### src/hw/rtl/fnvht_pkg.sv
package fnvht_pkg;

   localparam logic [63:0] FNV_BASIS = 64'hCBF29CE484222325;

   typedef enum logic [2:0] {
      ST_HIT      = 3'd0,
      ST_MISS     = 3'd1,
      ST_INSERTED = 3'd2,
      ST_UPDATED  = 3'd3,
      ST_ZERO     = 3'd4,
      ST_FULL     = 3'd5
   } status_type;

   typedef enum logic [0:0] {
      OP_GET = 1'b0,
      OP_SET = 1'b1
   } opcode_type;

   // Front state: hashing bytes one per cycle.
   typedef enum logic [1:0] {
      FS_IDLE,
      FS_HASH,
      FS_PUSH
   } front_state_type;

   // Back state machine.
   typedef enum logic [3:0] {
      BS_CLEAR,
      BS_IDLE,
      BS_DECIDE,
      BS_PROBE_RD,
      BS_PROBE_CHK,
      BS_GROW_RD,
      BS_GROW_CHK,
      BS_GROW_HASH,
      BS_GROW_PRB_RD,
      BS_GROW_PRB_CHK,
      BS_GROW_NEXT,
      BS_REPLY
   } back_state_type;

   // Classified request passed from front to back.
   typedef struct packed {
      logic        is_set;
      logic        zero_val;
      logic [63:0] key;
      logic [3:0]  len;
      logic [31:0] value;
      logic [63:0] hash;
   } job_type;

   // One step of FNV-1a over a byte. The 64-bit prime is 2^40 + 0x1B3,
   // so the product mod 2^64 is a handful of shifted adds.
   function automatic logic [63:0] fnv_step(input logic [63:0] h, input logic [7:0] b);
      logic [63:0] x;
      x = h ^ {56'd0, b};
      return ((x << 40) + (x << 8)) + ((x << 7) + (x << 5)) + ((x << 4) + ((x << 1) + x));
   endfunction

endpackage

### src/hw/rtl/fnvht_front.sv
// Front: latches a request, clamps and masks the key, hashes one byte per cycle,
// and pushes the classified job into a two-entry queue.
module fnvht_front (
   input  logic                 clock,
   input  logic                 reset,
   input  logic                 start,
   output logic                 busy,
   input  logic                 req_opcode,
   input  logic [63:0]          req_key_bytes,
   input  logic [3:0]           req_key_len,
   input  logic [31:0]          req_value_in,
   input  logic                 pop,
   output logic                 job_valid,
   output fnvht_pkg::job_type   job
);

   fnvht_pkg::front_state_type state_ff, state_in;
   fnvht_pkg::job_type cur_ff, cur_in;
   logic [3:0] idx_ff, idx_in;

   fnvht_pkg::job_type q_ff [2];
   logic q_wr_ff, q_rd_ff;
   logic [1:0] q_cnt_ff;
   logic push;

   logic [3:0]  len_c;
   logic [63:0] key_c;
   logic [63:0] mul_c;

   always_comb begin
      len_c = (req_key_len > 4'd8) ? 4'd8 : req_key_len;
      key_c = req_key_bytes;
      for (int i = 0; i < 8; i++) begin
         if (4'(i) >= len_c) begin
            key_c[8*i +: 8] = 8'd0;
         end
      end
   end

   // multiplier is combinational; its output is stored straight into the running hash
   assign mul_c = fnvht_pkg::fnv_step(cur_ff.hash, cur_ff.key[{idx_ff[2:0], 3'b000} +: 8]);

   assign busy = (state_ff != fnvht_pkg::FS_IDLE);
   assign push = (state_ff == fnvht_pkg::FS_PUSH) && (q_cnt_ff != 2'd2);

   always_comb begin
      state_in = state_ff;
      cur_in   = cur_ff;
      idx_in   = idx_ff;
      unique case (state_ff)
         fnvht_pkg::FS_IDLE: begin
            if (start) begin
               cur_in.is_set   = (req_opcode == fnvht_pkg::OP_SET);
               cur_in.zero_val = (req_value_in == 32'd0);
               cur_in.key      = key_c;
               cur_in.len      = len_c;
               cur_in.value    = req_value_in;
               cur_in.hash     = fnvht_pkg::FNV_BASIS;
               idx_in          = 4'd0;
               state_in        = fnvht_pkg::FS_HASH;
            end
         end
         fnvht_pkg::FS_HASH: begin
            if (idx_ff >= cur_ff.len) begin
               state_in = fnvht_pkg::FS_PUSH;
            end else begin
               cur_in.hash = mul_c;
               idx_in      = idx_ff + 4'd1;
            end
         end
         fnvht_pkg::FS_PUSH: begin
            if (push) begin
               state_in = fnvht_pkg::FS_IDLE;
            end
         end
         default: state_in = fnvht_pkg::FS_IDLE;
      endcase
   end

   always_ff @(posedge clock) begin
      if (reset) begin
         state_ff <= fnvht_pkg::FS_IDLE;
         q_wr_ff  <= 1'b0;
         q_rd_ff  <= 1'b0;
         q_cnt_ff <= 2'd0;
      end else begin
         state_ff <= state_in;
         if (push) begin
            q_wr_ff <= ~q_wr_ff;
         end
         if (pop) begin
            q_rd_ff <= ~q_rd_ff;
         end
         q_cnt_ff <= q_cnt_ff + {1'b0, push} - {1'b0, pop};
      end
   end

   always_ff @(posedge clock) begin
      cur_ff <= cur_in;
      idx_ff <= idx_in;
      if (push) begin
         q_ff[q_wr_ff] <= cur_ff;
      end
   end

   assign job_valid = (q_cnt_ff != 2'd0);
   assign job       = q_ff[q_rd_ff];

endmodule

### config.mk
export PLATFORM = sky130hd
export DESIGN_NAME = fnvht_front
export DESIGN_NICKNAME = d
export VERILOG_FILES = /design/src/hw/rtl/fnvht_pkg.sv /design/src/hw/rtl/fnvht_front.sv
export SDC_FILE = /design/constraint.sdc
export NUM_CORES = 1
export LEC_CHECK = 0
export ABC_AREA = 1
export ABC_CLOCK_PERIOD_IN_PS = 15300
export BUFFER_PORTS_ARGS = -buffer_cell sky130_fd_sc_hd__buf_2
export CAP_MARGIN = 20
export CORE_ASPECT_RATIO = 0.9
export CORE_MARGIN = 8
export CORE_UTILIZATION = 58
export DETAILED_ROUTE_END_ITERATION = 7
export GPL_TIMING_DRIVEN = 0
export PLACE_DENSITY = 0.75
export SLEW_MARGIN = 20
export SYNTH_ARGS = -nofsm -noshare
export SYNTH_HDL_FRONTEND = slang
export SYNTH_SLANG_ARGS = --single-unit
### constraint.sdc
create_clock -name clock -period 15.3 [get_ports clock]
set_input_delay 1.53 -clock clock [delete_from_list [all_inputs] [get_ports clock]]
set_output_delay 1.53 -clock clock [all_outputs]
set_load 0.01 [all_outputs]
# --- After elaboration in Yosys (flattened, before gate mapping) ---
# Memory sizes are Yosys's and may differ from the RTL's. A register that Yosys moved wholly into a read port is not among the register bits.
# Index checks and enable logic that the tools add are counted.
# W data, S select, Z words.
totals:
  register_bits: 176
  latch_bits: 0
  ramBits: 332
  rom_bits: 0
  in_bits: 105
  word_cells: 73
  memories: 1
mem_list:
  columns: ["name", "words", "width", "read_ports", "rd_ports_with_merged_regs", "write_ports", "line_no", "source"]
  rows:
  - ["q_ff", 2, 166, 1, 1, 1, "fnvht_front.sv:21", "fnvht_pkg::job_type q_ff [2];"]
classes:
  addsub: 9
  mul: 0
  n_div: 0
  order_cmp: 10
  n_eq_ne: 7
  shift: 1
  mux: 15
  n_bitwise: 3
  reduce_logical: 9
ops:
  columns: ["operator", "count"]
  rows:
  - ["$add A64 B64 Y64", 6]
  - ["$mux W64", 2]
  - ["$pmux W64 S2", 1]
  - ["$shiftx A64 B7 Y8", 1]
  - ["$xor A64 B8 Y64", 1]
  - ["$logic_not A32 Y1", 1]
  - ["$ge A3 B4 Y1 const A", 4]
  - ["$mux W4", 3]
  - ["$ne A2 B2 Y1 const B", 5]
  - ["$ge A1 B4 Y1 const A", 2]
  - ["$ge A2 B4 Y1 const A", 2]
  - ["$pmux W4 S2", 1]
  - ["$mux W2", 3]
  - ["$pmux W2 S3", 1]
  - ["$reduce_and A3 Y1", 2]
  - ["$reduce_bool A2 Y1", 3]
  - ["$add A4 B1 Y4 const B", 1]
  - ["$ge A4 B4 Y1", 1]
  - ["$gt A4 B4 Y1 const B", 1]
  - ["$mux W1", 4]
  - ["$add A2 B1 Y2", 1]
  - ["$eq A2 B1 Y1 const B", 1]
  - ["$eq A2 B2 Y1 const B", 1]
  - ["$logic_not A2 Y1", 1]
  - ["4 further kinds", 5]

# --- Logic depth before layout (Yosys ltp) ---
# Gate-level depths: netlist (run 1).
depth:
  ltp_word: 7
  mapped_depth: 32
  ltp_nobuf: 31

# --- Worst setup path after synthesis (run 1) ---
# OpenSTA, ideal clock, no wires.
synth_path:
  path_kind: "register to register"
  start: "register q_cnt_ff[0]"
  end: "memory q_ff[1][0] in the netlist's numbering, enable pin"
  setup_ns: 0.695
  t_arrival_ns: 7.634
  path_slack_ns: 6.971
  path_stages_with_launch: 5
  path_buffers: 0
  synth_period_minus_slack_ns: 8.329
  path_cell_list: "dfxtp_1 -> inv_1 -> a211oi_1 -> inv_1 -> nor2_1"
synth_between:
  elab_chain_cells: 4
synth_lines:
  columns: ["item", "line_no", "source"]
  rows:
  - ["from (decl)", "fnvht_front.sv:23", "logic [1:0] q_cnt_ff;"]
  - ["from (signal assigned)", "fnvht_front.sv:94", "q_cnt_ff <= q_cnt_ff + {1'b0, push} - {1'b0, pop};"]
  - ["$ne A2 B2 Y1", "fnvht_front.sv:44", "assign push = (state_ff == fnvht_pkg::FS_PUSH) && (q_cnt_ff != 2'd2);"]
  - ["$logic_and A1 B1 Y1", "fnvht_front.sv:44", null]
  - ["$mux W1", "fnvht_front.sv:101", "if (push) begin"]
  - ["$mux W1 (implied by the code)", "fnvht_front.sv:102", "q_ff[q_wr_ff] <= cur_ff;"]
  - ["to (decl)", "fnvht_front.sv:21", null]
# Every way passes these cells.

# --- Final worst setup path (run 1) ---
layout_path:
  start: "register idx_ff[1]"
  end: "register cur_ff[63] in the netlist's numbering (data pin)"
layout_between:
  elab_chain_cells: 7
  word_cells_on_any_way: 10
  cone_classes: "add/sub (6); shift (1); mux (2); bitwise (1)"
layout_lines:
  columns: ["item", "line_no", "source"]
  rows:
  - ["from (decl)", "fnvht_front.sv:19", "logic [3:0] idx_ff, idx_in;"]
  - ["from (signal assigned)", "fnvht_front.sv:100", "idx_ff <= idx_in;"]
  - ["$shiftx A64 B7 Y8 *", "fnvht_front.sv:41", "assign mul_c = fnvht_pkg::fnv_step(cur_ff.hash, cur_ff.key[{idx_ff[2:0], 3'b000} +: 8]);"]
  - ["$xor A64 B8 Y64 *", "fnvht_pkg.sv:56", "x = h ^ {56'd0, b};"]
  - ["$add A64 B64 Y64 (2 in a row)", "fnvht_pkg.sv:57", "return ((x << 40) + (x << 8)) + ((x << 7) + (x << 5)) + ((x << 4) + ((x << 1) + x));"]
  - ["$add A64 B64 Y64 *", "fnvht_pkg.sv:57", null]
  - ["$mux W64 *", "fnvht_front.sv:64", "if (idx_ff >= cur_ff.len) begin"]
  - ["$pmux W64 S2 *", "fnvht_front.sv:50", "unique case (state_ff)"]
  - ["to (signal assigned)", "fnvht_front.sv:99", "cur_ff <= cur_in;"]
  - ["to (decl)", "fnvht_front.sv:18", "fnvht_pkg::job_type cur_ff, cur_in;"]
# Every way passes the cells marked *; elsewhere a longest branch is shown, timed or not. The select of a mux whose other input is x is not followed.
# A chain may end at the register's enable or synchronous reset.

==> flow_summary_export.csv, run 1 <==
group,metric,value,unit
clock_tree,cts_tree,"yes",
detailed_routing,drt.antenna.violating_nets,0,
timing,post-route-period-util,49.10,%
worst_hold_path,hold_class,"reg -> reg",
grt,antenna_found_initial,3,
die,fp.coreArea,53150,sq um
grt,grt_usage,28.33,%
clock_tree,cts.sinks,509,
detailed_routing,via_count,21539,
cells_and_area,final_common_cell,"inv_1",
worst_setup_path,crit_arrival,7.80,ns
die,rows,80,
clock_tree,clk_latency,0.63,ns
timing,hold_violations,0,
worst_setup_path,startpoint_type,"register",
clock_tree,cts_hold_buf,0,
synth,syn_inst,2911,
worst_hold_path,worstHoldStart,"cur_ff[77]",
clock_tree,postCtsSetupBuffers,0,
die,initial_core_util,58.88,%
worst_setup_path,cp-end-kind,"register",
timing,tightestPinTransition,1.026,ns
placed_design,place_congestion,0.9666,
timing,setup_viol,0,
worst_setup_path,worst_r2r_path_depth,22,
detailed_routing,wl_per_cell,21.67,um
clock_tree,htree_levels,2,
synth,seq_area_frac_synth,48.62,%
grt,grt_pass1_vias,22322,
grt,grt-ovfl-total,0,
clock_tree,clock-root-buffer,"clkbuf_16",
synth,synth_edf_count,502,
worst_setup_path,path_class,"reg -> reg",
die,die_w,260.9,um
worst_setup_path,reg2reg_from,"idx_ff[1]",
worst_setup_path,rr_endpoint,"cur_ff[63]",
clock_tree,clk_path_buf_depth,3,
clock_tree,numCtsBuffers,52,
cells_and_area,layout_common_cells,"inv_1, nand2_1, edfxtp_1",
clock_tree,clk_pin_slew,0.06,ns
synth,ys_async_sr_fraction,0,%
synth,synth_top_flop_cell,"edfxtp_1",
timing,slew_violations,0,
worst_setup_path,crit_path_start,"idx_ff[1]",
clock_tree,cts_resized,0,
timing,rsz0062_at_grt,"false",
worst_setup_path,cp.required,15.58,ns
grt,grt_pass1_wl,131400,um
synth,synth_area,31300,sq um
timing,fin_setup_tns,0,ns
job,max_cap_viol_count,0,
synth,yosysWarnings,0,
placed_design,dpl.hpwl,69260,um
placed_design,io_buffers,271,
timing,period_minus_slack,7.513,ns
timing,clock.fmax,133.1,MHz
status,status,"complete, no violations",
die,fp.dieArea,61660,sq um
cells_and_area,drive_gt1_share,18.02,%
worst_hold_path,hold_path_depth,0,
timing,finClkSkew,0.05596,ns
detailed_routing,initialDrtViolationCount,1758,
synth,syn-num-nets,3378,
cells_and_area,antenna-diode-count,0,
synth,ys_types,47,
cells_and_area,num-nets-final,3721,
synth,synth-seq-cells,509,
grt,grt_max_degree,79,
die,num_io_pins,273,
detailed_routing,wl,86550,um
timing,maxSlewHeadroom,31.02,%
detailed_routing,drc,0,
worst_setup_path,cp_max_fo,10,
synth,synth_top_area_share,48.17,%
die,fp.dieH,236.4,um
synth,syn-mean-instance-area,10.75,sq um
synth,synth_area_leaders,"edfxtp_1, fa_1, inv_1",
detailed_routing,dr.pass1.iters,7,
worst_setup_path,r2r_slack,7.79,ns
cells_and_area,area_growth,13.93,%
worst_hold_path,holdPathEnd,"q_ff[1][77]",
detailed_routing,vias_per_cell,5.393,
synth,synth_top_area_cell,"edfxtp_1",
==> final cells by class <==
cell class                 instances  area (sq um)
sequential                       509         15210
timing repair buffer             289          1822
multi-input combinational       1691         13380
fill                            3991         17500
buffer                            39         198.9
inverter                         672          2532
clock inverter                    33         249.0
tap                              697         872.1
clock buffer                      64          1389
==> worst max-delay path by stage <==
stage | cells after the start | to | slack, ns
finish | 22 | cur_ff[63] | 7.79
global placement | 4 | q_ff[1][59] | 3.11
detailed placement | 22 | cur_ff[63] | 8.14
floorplan | 4 | q_ff[1][0] | 6.97
global route | 22 | cur_ff[63] | 7.52
CTS | 22 | cur_ff[63] | 8.02
==> stage by stage <==
stage	hold slack [ns]	std cells	cell area [sq um]	utilization (%)	setup WS, ns
after floorplan	0.4215	2911	31300	-	6.971
after global placement	0.4222	3879	33520	63.07	3.106
after detailed placement	0.4290	3897	34020	64.00	8.138
after CTS	0.4445	3994	35650	67.08	8.019
after global routing	0.4507	3994	35650	67.08	7.516
final	0.4463	3994	35650	67.08	7.787
==> kinds of logic (layout without fill, tap and decap cells) <==
kind of cell	after synthesis	after routing	share of synthesized area, %
XOR/XNOR	21	21	0.7077
flip-flops	509	509	48.62
AO/OA/AOI/OAI	161	161	2.867
AND/OR/NAND/NOR	981	981	12.77
adder cells (fa/ha/maj)	362	362	20.35
multiplexers	166	166	5.973
buffers and inverters	711	1097	8.712
==> worst max-delay path, cell delays in order (launching register included) <==
cell and delay, ns:
edfxtp_1 0.50, inv_1 0.16, clkbuf_1 0.46, o21ai_0 0.17, o221ai_1 0.35, o21ai_0 0.44
xnor2_1 0.57, inv_1 0.45, fa_1 0.58, fa_1 0.51, inv_1 0.06, fa_1 0.49
ha_1 0.31, ha_1 0.35, nand2_1 0.13, nor2_1 0.41, nand3_1 0.15, nand3b_1 0.31
nand2_1 0.17, nand2_1 0.18, nand2_1 0.19, nand3_1 0.13, nand3_1 0.08
==> synthesized netlist by cell type, types with 3 or more instances <==
| cell | n |
|---|---|
| o21bai_1 | 4 |
| and2_1 | 4 |
| dfxtp_1 | 7 |
| a21oi_1 | 70 |
| nand3b_1 | 8 |
| xor2_1 | 10 |
| nand2_2 | 5 |
| nor2_1 | 225 |
| inv_1 | 664 |
| mux2_2 | 166 |
| nor3_1 | 8 |
| nor4_1 | 10 |
| nand2_1 | 591 |
| o22ai_1 | 7 |
| clkbuf_1 | 14 |
| nor2_2 | 9 |
| nand3_1 | 95 |
| buf_2 | 18 |
| o21ai_1 | 5 |
| buf_6 | 3 |
| fa_1 | 245 |
| nand4_1 | 13 |
| o211ai_1 | 4 |
| o21ai_0 | 49 |
| o21a_1 | 7 |
| ha_1 | 117 |
| edfxtp_1 | 502 |
| a21o_1 | 6 |
| or2_2 | 4 |
| xnor2_1 | 9 |
| o221ai_1 | 3 |
| nand3_2 | 3 |
| inv_2 | 6 |
==> metal layers <==
metal | vias to the layer above | part of all wire [%] | GRT usage [%]
li1 | 9949 | - | -
met1 | 10592 | 41 | 37.26
met3 | 147 | 9.2 | 7.439
met4 | 6 | 3.8 | 10.15
met5 | - | 0.046 | 0
met2 | 845 | 46 | 45.22
==> state kept, by name, summed over array words and instances (netlist names), named ones only <==
| name | flops |
|---|---|
| q_wr_ff | 1 |
| cur_ff | 166 |
| q_ff | 332 |
| idx_ff | 4 |
| state_ff | 2 |
| q_cnt_ff | 2 |
| q_rd_ff | 1 |
Power of run 1 is not shown: default switching activity piles up to over one toggle a cycle in this logic, so the estimate is an artifact.
==> inputs of run 2 (changes only) <==
ABC_AREA = 0   (was 1)
ABC_CLOCK_PERIOD_IN_PS = 7340   (was 15300)
clock period = 7.34 ns   (was 15.3 ns; I/O delays follow)
==> run 2 against run 1 <==
  * Via count shrank 18%
  * Cell count is 21% lower
  * Sequential share of layout area is 2.5 points higher
  * Global-route usage is 4.3 points lower
  * Critical path type unchanged
  * Area after synthesis is 6.5% lower
  * Non-clock buffer count is 15 higher
  * Critical endpoint is now cur_ff[62]
  * Synthesized cell count down 29%
==> flow_summary_export.csv, run 2 <==
group,metric,value,unit
worst_setup_path,crit_path_start,"idx_ff[0]",
worst_setup_path,endpoint,"cur_ff[62]",
synth,ys_async_sr_fraction,0,%
detailed_routing,initialDrtViolationCount,1465,
status,status,"complete, no violations",
grt,antenna_found_initial,1,
worst_setup_path,crit_arrival,7.46,ns
synth,syn-mean-instance-area,14.07,sq um
clock_tree,clk_path_buf_depth,3,
detailed_routing,wl,69310,um
cells_and_area,final_core_util,67.08,%
synth,synth-simple-area-share,6.031,%
synth,yosys-top-cells-count,"edfxtp_1, inv_1, fa_1, mux2_2, ha_1",
synth,syn_inst,2081,
synth,synth_top_area_share,51.50,%
clock_tree,clk_latency,0.63,ns
cells_and_area,largest-register,"q_ff",
worst_setup_path,worst_path_max_delay_cell,"mux4_2",
cells_and_area,final_common_cell,"edfxtp_1",
detailed_routing,dr.pass1.iters,6,
die,fp.coreArea,50160,sq um
cells_and_area,num-nets-final,2887,
worst_setup_path,reg2reg_from,"idx_ff[0]",
clock_tree,cts_hold_buf,0,
cells_and_area,layout_common_cells,"edfxtp_1, inv_1, buf_2",
die,initial_core_util,58.35,%
timing,clock.fmax,140.8,MHz
die,num_io_pins,273,
grt,use_met1,32.73,%
synth,ys_types,73,
die,fp.dieH,229.1,um
synth,synth_xor_area_share,2.244,%
clock_tree,clk_pin_slew,0.06,ns
synth,synth_fa_ha_area_share,21.76,%
synth,synth_top_area_cell,"edfxtp_1",
detailed_routing,via_count,17705,
placed_design,io_buffers,270,
worst_hold_path,hold_class,"in -> reg",
worst_setup_path,path_class,"reg -> reg",
worst_setup_path,path_cells,"buf_6 -> buf_6 -> mux4_2 -> mux2i_2 -> xor2_4 -> inv_1 -> fa_1 -> inv_1 -> fa_1 -> inv_1 -> fa_1 -> ha_1 -> ha_1 -> a21oi_1 -> o21ai_0 -> or4_4 -> a21oi_2 -> nor2_2 -> a211oi_4 -> o21ai_2 -> mux2_4",
clock_tree,htree_levels,2,
job,max_cap_viol_count,0,
grt,grt_usage,24.03,%
detailed_routing,vias_per_cell,5.637,
synth,synth_top_family_by_area,"adder cells",
die,rows,78,
timing,setup_viol,0,
worst_setup_path,critPathMaxStageDelay,0.60,ns
synth,synth_top_flop_cell,"edfxtp_1",
placed_design,dpl.hpwl,51870,um
grt,gr-max-usage-layer,"met2",
synth,yosysWarnings,0,
clock_tree,clock-root-buffer,"clkbuf_16",
synth,seq_area_frac_synth,51.98,%
clock_tree,numCtsBuffers,52,
timing,tightestPinTransition,1.039,ns
synth,synth_area,29270,sq um
clock_tree,cts_tree,"yes",
synth,synth_area_leaders,"edfxtp_1, fa_1, mux2_2",
worst_setup_path,cp_max_fo,10,
worst_setup_path,r2r_slack,0.24,ns
synth,syn-num-nets,2548,
worst_setup_path,startpoint_type,"register",
synth,synth_mux_area_share,8.045,%
grt,grt_pass1_vias,18854,
worst_setup_path,cp.required,7.70,ns
cells_and_area,area_growth,14.96,%
timing,period_minus_slack,7.101,ns
cells_and_area,drive_gt1_share,24.22,%
clock_tree,cts.sinks,509,
grt,grtUsageMet3,3.306,%
timing,finClkSkew,0.06547,ns
synth,synth_compound_area_share,4.963,%
timing,maxSlewHeadroom,30.18,%
grt,grt-ovfl-total,0,
die,die_w,252.8,um
synth,synth_edf_count,502,
detailed_routing,drc,0,
timing,rsz0062_at_grt,"false",
worst_setup_path,rr_endpoint,"cur_ff[62]",
timing,holdWs,0.3017,ns
worst_setup_path,cp-end-kind,"register",
timing,slew_violations,0,
detailed_routing,wl_per_cell,22.07,um
cells_and_area,top_regs,"q_ff: 332 flops, cur_ff: 166 flops, idx_ff: 4 flops",
grt,grt_pass1_wl,107700,um
grt,grt_max_degree,50,
timing,hold_violations,0,
timing,post-route-period-util,96.74,%
die,fp.dieArea,57920,sq um
detailed_routing,drt.antenna.violating_nets,0,
grt,met2_usage,40.08,%
cells_and_area,antenna-diode-count,0,
synth,yosys.cell_count.top_type,"edfxtp_1",
placed_design,place_congestion,0.9301,
worst_setup_path,worst_r2r_path_depth,21,
cells_and_area,largest_reg_flops,332,
synth,synth-seq-cells,509,
## run 2: changes by cell type after synthesis, sizes merged, moves of 11 or more
cell and delta:
mux4 +16, and2 +21, xor2 +16, xnor2 +38, nand2 -521, inv -361
buf -14, a21oi +12, nand3 -75, mux2i +11, clkbuf +31, nor2b +67
a21o +25, nor2 -156
## run 2: critical path, delay by kind of cell, from the launching register on
kind                     cells  cell delay (ns)
multiplexers                 3             1.27
XOR/XNOR                     1             0.39
AND/OR/NAND/NOR              2             0.60
flip-flops                   1             0.37
buffers and inverters        5             0.71
adder cells (fa/ha/maj)      5             2.06
AO/OA/AOI/OAI                5             1.41
## run 2: layout make-up
class	count	area, sq um
buffer	58	309.0
clock inverter	32	350.3
inverter	311	1167
clock buffer	63	1343
sequential	509	15210
tap	680	850.8
fill	3566	16510
multi-input combinational	1203	12720
timing repair buffer	285	1699
## run 2: logic make-up after synthesis
kind of cell / after synthesis
muxes: 194
and+or+nand+nor: 347
DFF: 509
buffers and inverters: 369
adders and majority gates: 362
xor gates and xnor gates: 75
AOI/OAI and AO/OA: 225
## run 2: worst min path at each step
| stage | startpoint | endpoint | slack (ns) | cells after the start |
|---|---|---|---|---|
| global route | req_value_in[24] | cur_ff[88] | 0.29 | 1 |
| finish | req_value_in[27] | cur_ff[91] | 0.30 | 1 |
| detailed placement | cur_ff[80] | q_ff[1][80] | 0.43 | 0 |
| floorplan | cur_ff[164] | q_ff[0][164] | 0.42 | 0 |
| CTS | req_value_in[27] | cur_ff[91] | 0.27 | 1 |
| global placement | cur_ff[91] | q_ff[1][91] | 0.42 | 0 |
## run 2: metal layers
layer	share of wire [%]	routed length [um]
met4	3.1	2128
met2	49	33960
met1	41	28560
met3	6.7	4644
met5	0.019	13
## run 2: what timing repair did
action                                  4_1_cts  5_1_grt
pin swaps                                     0        1
buffers inserted                              0        0
endpoints found under the setup margin       46       19
resized for setup                            13       12
## run 2: per-stage QoR
| stage | instances | setup slack, ns | setup TNS, ns | instance area (sq um) |
|---|---|---|---|---|
| floorplan | 2081 | 0.6312 | 0 | 29270 |
| global placement | 3031 | -0.9704 | -160.46 | 31480 |
| detailed placement | 3046 | -0.9981 | -26.64 | 31850 |
| CTS | 3141 | 0.02111 | 0 | 33610 |
| global route | 3141 | 0.01489 | 0 | 33650 |
| finish | 3141 | 0.2389 | 0 | 33650 |
Power of run 2 is left out for the same reason.
==> inputs of run 3 (changes only) <==
CTS_CLUSTER_DIAMETER = 200   (was unset)
SETUP_SLACK_MARGIN = 0.4   (was unset)
==> run 3 against run 2 <==
  * Worst setup slack improved by 0.40 ns
  * Sequential share of layout area decreased by 0.22 points
  * Flip-flop and latch count unchanged
  * Wire length increased by 0.34%
  * Die area unchanged
  * Register-to-register slack improved by 0.40 ns
  * Critical path depth unchanged
  * First-iteration DRC count increased by 1.2%
  * Non-clock buffer count increased by 8
  * Cell count increased by 0.25%
  * Clock skew decreased by 0.0023 ns
  * Worst hold slack improved by 0.0046 ns
  * Critical path type unchanged
  * Largest cell class unchanged
==> flow_summary_export.csv, run 3 (synthesis results as in run 2) <==
group,metric,value,unit
timing,period_minus_slack,6.703,ns
cells_and_area,final_common_cell,"edfxtp_1",
worst_hold_path,worstHoldStart,"req_value_in[27]",
detailed_routing,via_count,17745,
clock_tree,clock-root-buffer,"clkbuf_16",
cells_and_area,nFillCells,3537,
cells_and_area,area_growth,15.53,%
cells_and_area,antenna-diode-count,0,
grt,antenna_found_initial,1,
clock_tree,cts_hold_buf,0,
die,fp.dieH,229.1,um
grt,grt_usage,24.10,%
grt,grt_pass1_wl,108000,um
clock_tree,cts.sinks,509,
worst_setup_path,crit_arrival,7.06,ns
die,initial_core_util,58.35,%
job,max_cap_viol_count,0,
timing,slew_violations,0,
timing,rsz0062_at_grt,"false",
grt,grt-ovfl-total,0,
detailed_routing,initialDrtViolationCount,1482,
detailed_routing,drc,0,
detailed_routing,wl,69550,um
worst_hold_path,hold_class,"in -> reg",
cells_and_area,top_regs,"q_ff: 332 flops, cur_ff: 166 flops, idx_ff: 4 flops",
worst_setup_path,cp_max_fo,10,
clock_tree,cts_tree,"yes",
placed_design,place_congestion,0.9301,
timing,finClkSkew,0.06313,ns
worst_setup_path,crit_path_start,"idx_ff[0]",
timing,tightestPinTransition,1.043,ns
worst_setup_path,reg2reg_from,"idx_ff[0]",
timing,maxSlewHeadroom,30.46,%
detailed_routing,dr.pass1.iters,5,
clock_tree,clk_pin_slew,0.06,ns
timing,setup_viol,0,
placed_design,dpl.hpwl,51870,um
status,status,"complete, no violations",
clock_tree,clk_path_buf_depth,3,
detailed_routing,drt.antenna.violating_nets,0,
clock_tree,numCtsBuffers,52,
cells_and_area,num-nets-final,2895,
timing,hold_violations,0,
detailed_routing,wl_per_cell,22.09,um
timing,post-route-period-util,91.32,%
clock_tree,clk_latency,0.62,ns
cells_and_area,layout_common_cells,"edfxtp_1, inv_1, buf_2",
worst_setup_path,cp.required,7.70,ns
die,num_io_pins,273,
die,fp.dieArea,57920,sq um
grt,grt_max_degree,50,
placed_design,placedCellCount,3046,
clock_tree,htree_levels,2,
grt,grt_pass1_vias,18958,
cells_and_area,largest_reg_flops,332,
detailed_routing,vias_per_cell,5.635,
die,fp.coreArea,50160,sq um
die,die_w,252.8,um
worst_setup_path,startpoint_type,"register",
cells_and_area,largest-register,"q_ff",
worst_setup_path,cp-end-kind,"register",
worst_setup_path,path_class,"reg -> reg",
cells_and_area,layout.cells.non_filler,3149,
die,rows,78,
cells_and_area,drive_gt1_share,24.67,%
placed_design,io_buffers,270,
timing,clock.fmax,149.2,MHz
-- run 3: layer usage --
metal	vias up	routed length [um]	global-route usage (%)
met5	-	13	0
met4	2	2084	7.403
met2	635	34070	40.17
li1	7910	-	-
met1	9067	28580	32.72
met3	131	4801	3.487
-- run 3: through the flow --
| stage | hold slack, ns | setup TNS, ns | worst slack [ns] | utilization, % | instance area, sq um |
|---|---|---|---|---|---|
| 2_1_floorplan | 0.4215 | 0 | 0.6312 | - | 29270 |
| 3_5_place_dp | 0.4296 | -26.64 | -0.9981 | 63.49 | 31850 |
| 3_3_place_gp | 0.4228 | -160.46 | -0.9704 | 62.75 | 31480 |
| 6_report | 0.3062 | 0 | 0.6369 | 67.41 | 33820 |
| 4_1_cts | 0.2703 | 0 | 0.4014 | 67.26 | 33740 |
| 5_1_grt | 0.2912 | 0 | 0.4216 | 67.41 | 33820 |
-- run 3: worst max-delay path, cell delays in order, from the launching register on --
cell,delay [ns]
edfxtp_1,0.39
buf_8,0.20
clkbuf_16,0.21
mux4_2,0.63
mux2i_4,0.24
xnor2_4,0.23
inv_2,0.11
fa_1,0.56
inv_1,0.06
fa_1,0.48
fa_1,0.50
ha_1,0.31
ha_2,0.35
a21oi_4,0.22
o211ai_2,0.15
and3b_1,0.24
or4_4,0.52
a21oi_4,0.20
nor2_2,0.11
a211oi_4,0.33
o21ai_2,0.11
mux2_4,0.31
-- run 3: worst paths after layout --
path	to	slack (ns)	cells past startpoint
hold reg to reg	q_ff[1][65]	0.44	0
setup / recovery	cur_ff[62]	0.64	21
setup reg to reg	cur_ff[62]	0.64	21
hold / removal	cur_ff[91]	0.31	1
-- run 3: final cells by class --
type | instances | area (sq um) | share of cell area (%)
Clock buffer | 63 | 1343 | 3.970
Clock inverter | 32 | 350.3 | 1.036
Timing Repair Buffer | 293 | 1759 | 5.202
Buffer | 58 | 331.6 | 0.9805
Tap cell | 680 | 850.8 | 2.516
Multi-Input combinational cell | 1203 | 12800 | 37.85
Inverter | 311 | 1167 | 3.452
Sequential cell | 509 | 15210 | 44.99
-- run 3: timing repair --
item	4_1_cts	5_1_grt
setup endpoints to repair	51	22
gates resized for setup	25	14
buffers inserted	7	1
pin swaps	3	2
Power of run 3 is left out for the same reason.
